--- src/sv/bpa_pkg.sv ---
// Shared types and constants for the buffer pool allocator.
// No dependencies; every other file imports this package.
package bpa_pkg;

  localparam int MAX_BUFFERS = 256;
  localparam int ID_LIMIT    = 256;
  localparam int ID_W        = $clog2(ID_LIMIT);
  localparam int COUNT_W     = 9;
  localparam int TALLY_W     = 16;
  localparam int CFG_IDX_W   = 1;
  localparam int CFG_DATA_W  = 16;
  localparam int STATUS_W    = 3;

  localparam logic [COUNT_W-1:0] CAP_COUNT =
    COUNT_W'((MAX_BUFFERS < ID_LIMIT) ? MAX_BUFFERS : ID_LIMIT);
  localparam logic [TALLY_W-1:0] TALLY_MAX = {TALLY_W{1'b1}};

  localparam logic [CFG_IDX_W-1:0] CFG_POOL_COUNT = 1'b0;
  localparam logic [CFG_IDX_W-1:0] CFG_LIMIT      = 1'b1;

  typedef enum logic [STATUS_W-1:0] {
    ST_POOL = 3'd0,
    ST_OVER = 3'd1,
    ST_DENY = 3'd2,
    ST_REL  = 3'd3,
    ST_IGN  = 3'd4
  } status_t;

  typedef enum logic {
    FSM_IDLE = 1'b0,
    FSM_EXEC = 1'b1
  } fsm_t;

  // Write and clear controls for the free store.
  typedef struct packed {
    logic            we;
    logic [ID_W-1:0] addr;
    logic [ID_W-1:0] data;
    logic            clear;
  } store_ctl_t;

endpackage

--- src/sv/bpa_free_store.sv ---
// Free stack storage: 256 x 8 synchronous RAM plus per-entry valid bits.
// An entry never written since reset or refill reads as its own index. Uses bpa_pkg.
module bpa_free_store (
  input  logic                     clk,
  input  logic                     rst_n,
  input  logic                     rd_en,
  input  logic [bpa_pkg::ID_W-1:0] rd_addr,
  input  bpa_pkg::store_ctl_t      ctl,
  output logic [bpa_pkg::ID_W-1:0] rd_data
);
  import bpa_pkg::*;

  logic [ID_W-1:0] mem [ID_LIMIT];
  logic [ID_LIMIT-1:0] valid_r;
  logic [ID_W-1:0] q_r;
  logic [ID_W-1:0] addr_q_r;
  logic            vld_q_r;

  always_ff @(posedge clk) begin
    if (ctl.we) begin
      mem[ctl.addr] <= ctl.data;
    end
    if (rd_en) begin
      q_r      <= mem[rd_addr];
      addr_q_r <= rd_addr;
    end
  end

  always_ff @(posedge clk) begin
    if (!rst_n || ctl.clear) begin
      valid_r <= '0;
    end else if (ctl.we) begin
      valid_r[ctl.addr] <= 1'b1;
    end
  end

  always_ff @(posedge clk) begin
    if (!rst_n) begin
      vld_q_r <= 1'b0;
    end else if (rd_en) begin
      vld_q_r <= valid_r[rd_addr];
    end
  end

  // Unwritten entries read as the index itself.
  assign rd_data = vld_q_r ? q_r : addr_q_r;

endmodule

--- src/sv/buffer_pool_allocator.sv ---
// Buffer pool allocator: free stack of fixed buffer indices with overflow accounting.
// Flow: a beat is accepted in the idle state, which also issues the free store read; the
// result is registered in the execute state once the result slot is free.
// A new request is taken only after the current one completes and the FSM is idle again.
// Reset (synchronous, rst_n low): pool of 256, unlimited overflow, all buffers free,
// overflow tally zero; the free store valid bits clear at once, no clearing pass.
module buffer_pool_allocator (
  input  logic                           clk,
  input  logic                           rst_n,
  // configuration write port
  input  logic                           cfg_we,
  input  logic [bpa_pkg::CFG_IDX_W-1:0]  cfg_index,
  input  logic [bpa_pkg::CFG_DATA_W-1:0] cfg_data,
  // request channel
  input  logic                           in_valid,
  output logic                           in_stall,
  input  logic                           in_mode,
  input  logic [bpa_pkg::ID_W-1:0]       in_buffer_id,
  input  logic                           in_is_overflow,
  // result channel
  output logic                           out_valid,
  input  logic                           out_stall,
  output logic [bpa_pkg::STATUS_W-1:0]   out_status,
  output logic [bpa_pkg::ID_W-1:0]       out_granted_id,
  output logic [bpa_pkg::COUNT_W-1:0]    out_pool_total,
  output logic [bpa_pkg::COUNT_W-1:0]    out_available_count,
  output logic [bpa_pkg::COUNT_W-1:0]    out_acquired_count,
  output logic [bpa_pkg::TALLY_W-1:0]    out_overflow_in_use
);
  import bpa_pkg::*;

  // Control state
  fsm_t                state_r, state_nxt;
  logic [COUNT_W-1:0]  pool_r;
  logic [TALLY_W-1:0]  limit_r;
  logic [COUNT_W-1:0]  top_r, top_nxt;
  logic [TALLY_W-1:0]  tally_r, tally_nxt;
  logic                out_valid_r;

  // Latched request
  logic                mode_r;
  logic [ID_W-1:0]     id_r;
  logic                ovf_r;

  // Result register
  status_t             status_r, status_nxt;
  logic [ID_W-1:0]     granted_r, granted_nxt;
  logic [COUNT_W-1:0]  avail_r;
  logic [COUNT_W-1:0]  acq_r;
  logic [TALLY_W-1:0]  ovf_use_r;
  logic [COUNT_W-1:0]  pool_out_r;

  logic                in_beat;
  logic                exec_done;
  logic                rd_en;
  logic [ID_W-1:0]     rd_addr;
  logic [ID_W-1:0]     rd_data;
  store_ctl_t          ctl;
  logic [COUNT_W-1:0]  cfg_pool;
  logic                room_ok;
  logic                push_ok;

  assign in_beat = in_valid && !in_stall;

  // Next-state logic
  always_comb begin
    state_nxt = state_r;
    unique case (state_r)
      FSM_IDLE: if (in_beat) state_nxt = FSM_EXEC;
      FSM_EXEC: if (exec_done) state_nxt = FSM_IDLE;
      default:  state_nxt = FSM_IDLE;
    endcase
  end

  // FSM outputs: take a beat only when idle, finish once the result slot is free
  always_comb begin
    in_stall  = 1'b1;
    exec_done = 1'b0;
    rd_en     = 1'b0;
    unique case (state_r)
      FSM_IDLE: begin
        in_stall = 1'b0;
        rd_en    = in_valid;
      end
      FSM_EXEC: begin
        exec_done = !out_valid_r || !out_stall;
      end
      default: ;
    endcase
  end

  // Prefetch the entry under the top of stack for a possible pop
  assign rd_addr = ID_W'(top_r - COUNT_W'(1));

  bpa_free_store u_store (
    .clk     (clk),
    .rst_n   (rst_n),
    .rd_en   (rd_en),
    .rd_addr (rd_addr),
    .ctl     (ctl),
    .rd_data (rd_data)
  );

  // Clamp a written pool size into [1, CAP_COUNT]
  always_comb begin
    cfg_pool = cfg_data[COUNT_W-1:0];
    if (cfg_pool == '0) cfg_pool = COUNT_W'(1);
    if (cfg_pool > CAP_COUNT) cfg_pool = CAP_COUNT;
  end

  // Overflow budget: pool + tally + 1 must stay within the limit (a zero limit is unlimited)
  assign room_ok = (limit_r == '0) ||
                   ((17'(pool_r) + 17'(tally_r) + 17'd1) <= 17'(limit_r));
  assign push_ok = ({1'b0, id_r} < pool_r) && (top_r < pool_r);

  // Execute the latched request against the stack and the tally
  always_comb begin
    top_nxt     = top_r;
    tally_nxt   = tally_r;
    granted_nxt = '0;
    status_nxt  = ST_IGN;
    ctl         = '0;
    if (exec_done) begin
      if (!mode_r) begin
        priority if (top_r != '0) begin
          top_nxt     = top_r - COUNT_W'(1);
          granted_nxt = rd_data;
          status_nxt  = ST_POOL;
        end else if (room_ok) begin
          // saturate the tally, the grant still stands
          if (tally_r != TALLY_MAX) tally_nxt = tally_r + TALLY_W'(1);
          status_nxt = ST_OVER;
        end else begin
          status_nxt = ST_DENY;
        end
      end else if (ovf_r) begin
        if (tally_r != '0) begin
          tally_nxt  = tally_r - TALLY_W'(1);
          status_nxt = ST_REL;
        end
      end else if (push_ok) begin
        ctl.we     = 1'b1;
        ctl.addr   = top_r[ID_W-1:0];
        ctl.data   = id_r;
        top_nxt    = top_r + COUNT_W'(1);
        status_nxt = ST_REL;
      end
    end
    // refill: drop every written entry back to its own index
    if (cfg_we && cfg_index == CFG_POOL_COUNT) ctl.clear = 1'b1;
  end

  always_ff @(posedge clk) begin
    if (!rst_n) begin
      state_r     <= FSM_IDLE;
      pool_r      <= CAP_COUNT;
      limit_r     <= '0;
      top_r       <= CAP_COUNT;
      tally_r     <= '0;
      out_valid_r <= 1'b0;
    end else begin
      state_r <= state_nxt;
      tally_r <= tally_nxt;
      // a pool size write refills the stack
      if (cfg_we && cfg_index == CFG_POOL_COUNT) begin
        pool_r <= cfg_pool;
        top_r  <= cfg_pool;
      end else begin
        top_r  <= top_nxt;
      end
      if (cfg_we && cfg_index == CFG_LIMIT) begin
        limit_r <= cfg_data[TALLY_W-1:0];
      end
      // hold the result until taken, then drop it unless a new one lands
      if (exec_done) begin
        out_valid_r <= 1'b1;
      end else if (!out_stall) begin
        out_valid_r <= 1'b0;
      end
    end
  end

  // Payload registers
  always_ff @(posedge clk) begin
    if (in_beat) begin
      mode_r <= in_mode;
      id_r   <= in_buffer_id;
      ovf_r  <= in_is_overflow;
    end
    if (exec_done) begin
      status_r   <= status_nxt;
      granted_r  <= granted_nxt;
      avail_r    <= top_nxt;
      acq_r      <= pool_r - top_nxt;
      ovf_use_r  <= tally_nxt;
      pool_out_r <= pool_r;
    end
  end

  assign out_valid           = out_valid_r;
  assign out_status          = status_r;
  assign out_granted_id      = granted_r;
  assign out_pool_total      = pool_out_r;
  assign out_available_count = avail_r;
  assign out_acquired_count  = acq_r;
  assign out_overflow_in_use = ovf_use_r;

endmodule
--- config.mk ---
export PLATFORM = sky130hd
export DESIGN_NAME = buffer_pool_allocator
export DESIGN_NICKNAME = d
export VERILOG_FILES = /design/src/sv/bpa_pkg.sv /design/src/sv/bpa_free_store.sv /design/src/sv/buffer_pool_allocator.sv
export SDC_FILE = /design/constraint.sdc
export NUM_CORES = 2
export LEC_CHECK = 0
export BUFFER_PORTS_ARGS = -buffer_cell sky130_fd_sc_hd__buf_2
export CORE_AREA = 2 2 569 571
export DETAILED_ROUTE_END_ITERATION = 16
export DIE_AREA = 0 0 571 573
export PLACE_DENSITY = 0.51
export SLEW_MARGIN = 20
export SYNTH_ARGS = -nofsm -noshare
export SYNTH_HDL_FRONTEND = slang
export SYNTH_SLANG_ARGS = --single-unit
--- constraint.sdc ---
create_clock -name clk -period 16.3 [get_ports clk]
set_clock_uncertainty 0.05 [all_clocks]
set_input_delay 4.075 -clock clk [delete_from_list [all_inputs] [get_ports clk]]
set_output_delay 4.075 -clock clk [all_outputs]
set_load 0.005 [all_outputs]
==> results.md <==
* Antenna violations before repair at 11
* Async SR Flop Fraction at 0
* IO buf count at 87
* Worst r2r dst: u_store.q_r[1]
* Count leader, synth: edfxtp_1
* Clk buf depth at 4
* Outcome: finished clean
* Register area share after synthesis at 0.732
* Top FF cell, synth: edfxtp_1
* H-tree levels at 5
* Met1 Use GR at 0.215
* GRT overflow at 0
* R2R depth at 11
* R2r startpoint: top_r[1]
* DRT Pass-1 Iters at 6
* Die area at 327000 um2
* Die H at 573 um
* Pwr Total at 14.5 mW
* Fillers at 29900
* Via count at 48000
* GP Congestion at 0.823
* Fin nets at 5075
* Post-Syn Area at 95800 um2
* Global Route Usage Sum at 0.157
* Met2 usage at 0.256
* Cells after Synth at 4768
* Pins Over Slew Limit at 0
* Setup violators final at 0
* Syn Area/Cell at 20.1 um2
* CORE AREA at 320000 um2
* CTS sink cnt at 2437
* Post-CTS Hold Buffers at 0
* Critical Path RT at 16830 ps
* Pwr dens at 132 nW/um2
* Die W at 571 um
* Post-synth EDFFs at 2128
* Starting density of the core at 0.299
* CTS Root Cell: clkbuf_16
* Worst-path clk slew at 60 ps
* Synthesized Nets at 4857
* Share of cells above drive strength 1 at 0.265
* Worst setup path end: u_store.mem[93][1]
* Critical path type: in2reg
* Min-Delay Path Class: reg2reg
* Slew margin rel. at 0.247
* Max VDD drop at 0.000121 V
* Io pins at 88
* Largest net degree at the start of global routing at 181
* Routed WL at 260 mm
* Startpoint types: primary input
* Max cap viols at 0
* Synth area leader: edfxtp_1
* DRC at 0
* Routed wire per std cell at 27.3 um
* Share of the synthesized area in the top cell type at 0.667
* Worst slack, placed at 8090 ps
* Final Hold Viols at 0
* Leak at 34.9 nW
* Vias in the first global route at 48800
* Cell variety after synth at 77
* Post-route ant nets at 0
* Setup bufs post-CTS at 0
* Synth area leaders: edfxtp_1 67%, mux4_2 17%, dfxtp_1 6.5%
* Num CTS Buffers at 279
* Busiest grt layer: met2
* Area Overhead vs Synth at 15.2%
* CTS tree: yes
* Worst Slack Setup Final at 9050 ps
* Rows at 208
* Crit-path max FO at 73
* RSZ-0062 raised after global routing: no
* CP arrival at 7780 ps
* Fmax at 138 MHz
* #FFs+latches synth at 2437
* Latest clock arrival within the worst-skew pair at 910 ps
* Initial DRC Count at 4863
* DP Wirelength at 159 mm
* Crit. End Element: register
* Post-synth top cells: 2128 x edfxtp_1, 719 x mux4_2, 309 x dfxtp_1
* Final period util at 0.445
* Synth warn at 0
* Critical path origin: out_stall
* First-pass GRT wire length at 371 mm
* Post-CTS resize count at 0
* Fin crit period at 7250 ps
* Met3 GRT Util at 0.0243
* Worst-margin pin slew at 1130 ps
* Worst R2R Setup Slack at 9100 ps
* Post-DR vias/cell at 5.05
* Util after Layout at 0.344
* Setup total negative slack at 0 ps
==> metal layers <==
metal | part of all wire | vias to the layer above
li1 | - | 20100
met1 | 0.43 | 26100
met2 | 0.49 | 1412
met3 | 0.051 | 395
met4 | 0.028 | 0
met5 | 0 | -
==> layout by cell type, fill, tap and decap left out, types with 43 or more instances in the layout <==
master     count
a21oi_1       50
a22oi_1       51
buf_2         87
buf_4        105
clkbuf_1      75
clkbuf_16    285
dfxtp_1      308
edfxtp_1    2128
ha_1          54
inv_1         47
mux4_2       719
nand2_1      158
nand3_1       43
nor2_1       271
o21a_1       262
==> stage by stage <==
stage,hold WS [ps],cell area [um2],instances
floorplan,385,95800,4768
global placement,391,102000,9008
detailed placement,398,102000,9009
CTS,410,110000,9494
global route,420,110000,9496
finish,408,110000,9496
==> where the power goes <==
part           total (mW)  switching (mW)  internal (mW)
logic                1.69            1.07          0.621
clock network        6.05            2.44           3.61
registers            6.81          0.0371           6.77
total                14.5            3.54           11.0
==> cell families (layout without fill, tap and decap cells) <==
logic type                 after synthesis  count (layout)  synth area share
adders and majority gates               57              57           0.00760
AOI/OAI and AO/OA                      521             521            0.0393
other                                    0               1                 0
DFF                                   2437            2437             0.732
and+or+nand+nor                        659             659            0.0321
muxes                                  738             738             0.171
buffers and inverters                  321             743            0.0149
xor gates and xnor gates                35              35           0.00320
==> layout make-up <==
cell class | count | area [um2] | area share
flip-flops and latches | 2437 | 70100 | 0.635
repair buffers | 205 | 1490 | 0.0135
multi-input cells | 2010 | 24400 | 0.221
clock inverters | 102 | 1010 | 0.00914
clock buffers | 383 | 7730 | 0.0701
inverters | 53 | 211 | 0.00192
well taps | 4305 | 5390 | 0.0488
diodes | 1 | 2.50 | 0.0000227
==> sequential cells by signal, indices dropped and copies added, names as in the netlist, 3 cells and up <==
name and flops:
id_r 8, limit_r 16, out_acquired_count 9, out_available_count 9, out_granted_id 8, out_overflow_in_use 16
out_pool_total 9, out_status 3, pool_r 9, tally_r 16, top_r 9, u_store.addr_q_r 8
u_store.mem 2048, u_store.q_r 8, u_store.valid_r 256
==> critical path, stage by stage <==
cell	delay (ps)
buf_2	100
nand2_1	50
nand2_1	60
buf_4	230
inv_2	90
nand3_1	310
nor3_4	590
and2_4	560
buf_4	720
buf_4	750
==> worst min-delay path by stage <==
stage | to | slack (ps) | from | cells past startpoint
floorplan | u_store.valid_r[101] | 390 | u_store.valid_r[101] | 1
global placement | u_store.valid_r[33] | 390 | u_store.valid_r[33] | 1
detailed placement | u_store.valid_r[157] | 400 | u_store.valid_r[157] | 1
CTS | u_store.valid_r[157] | 410 | u_store.valid_r[157] | 1
global route | u_store.valid_r[241] | 420 | u_store.valid_r[241] | 1
finish | u_store.valid_r[157] | 410 | u_store.valid_r[157] | 1
Note: power is estimated with default switching activity, not from simulation.
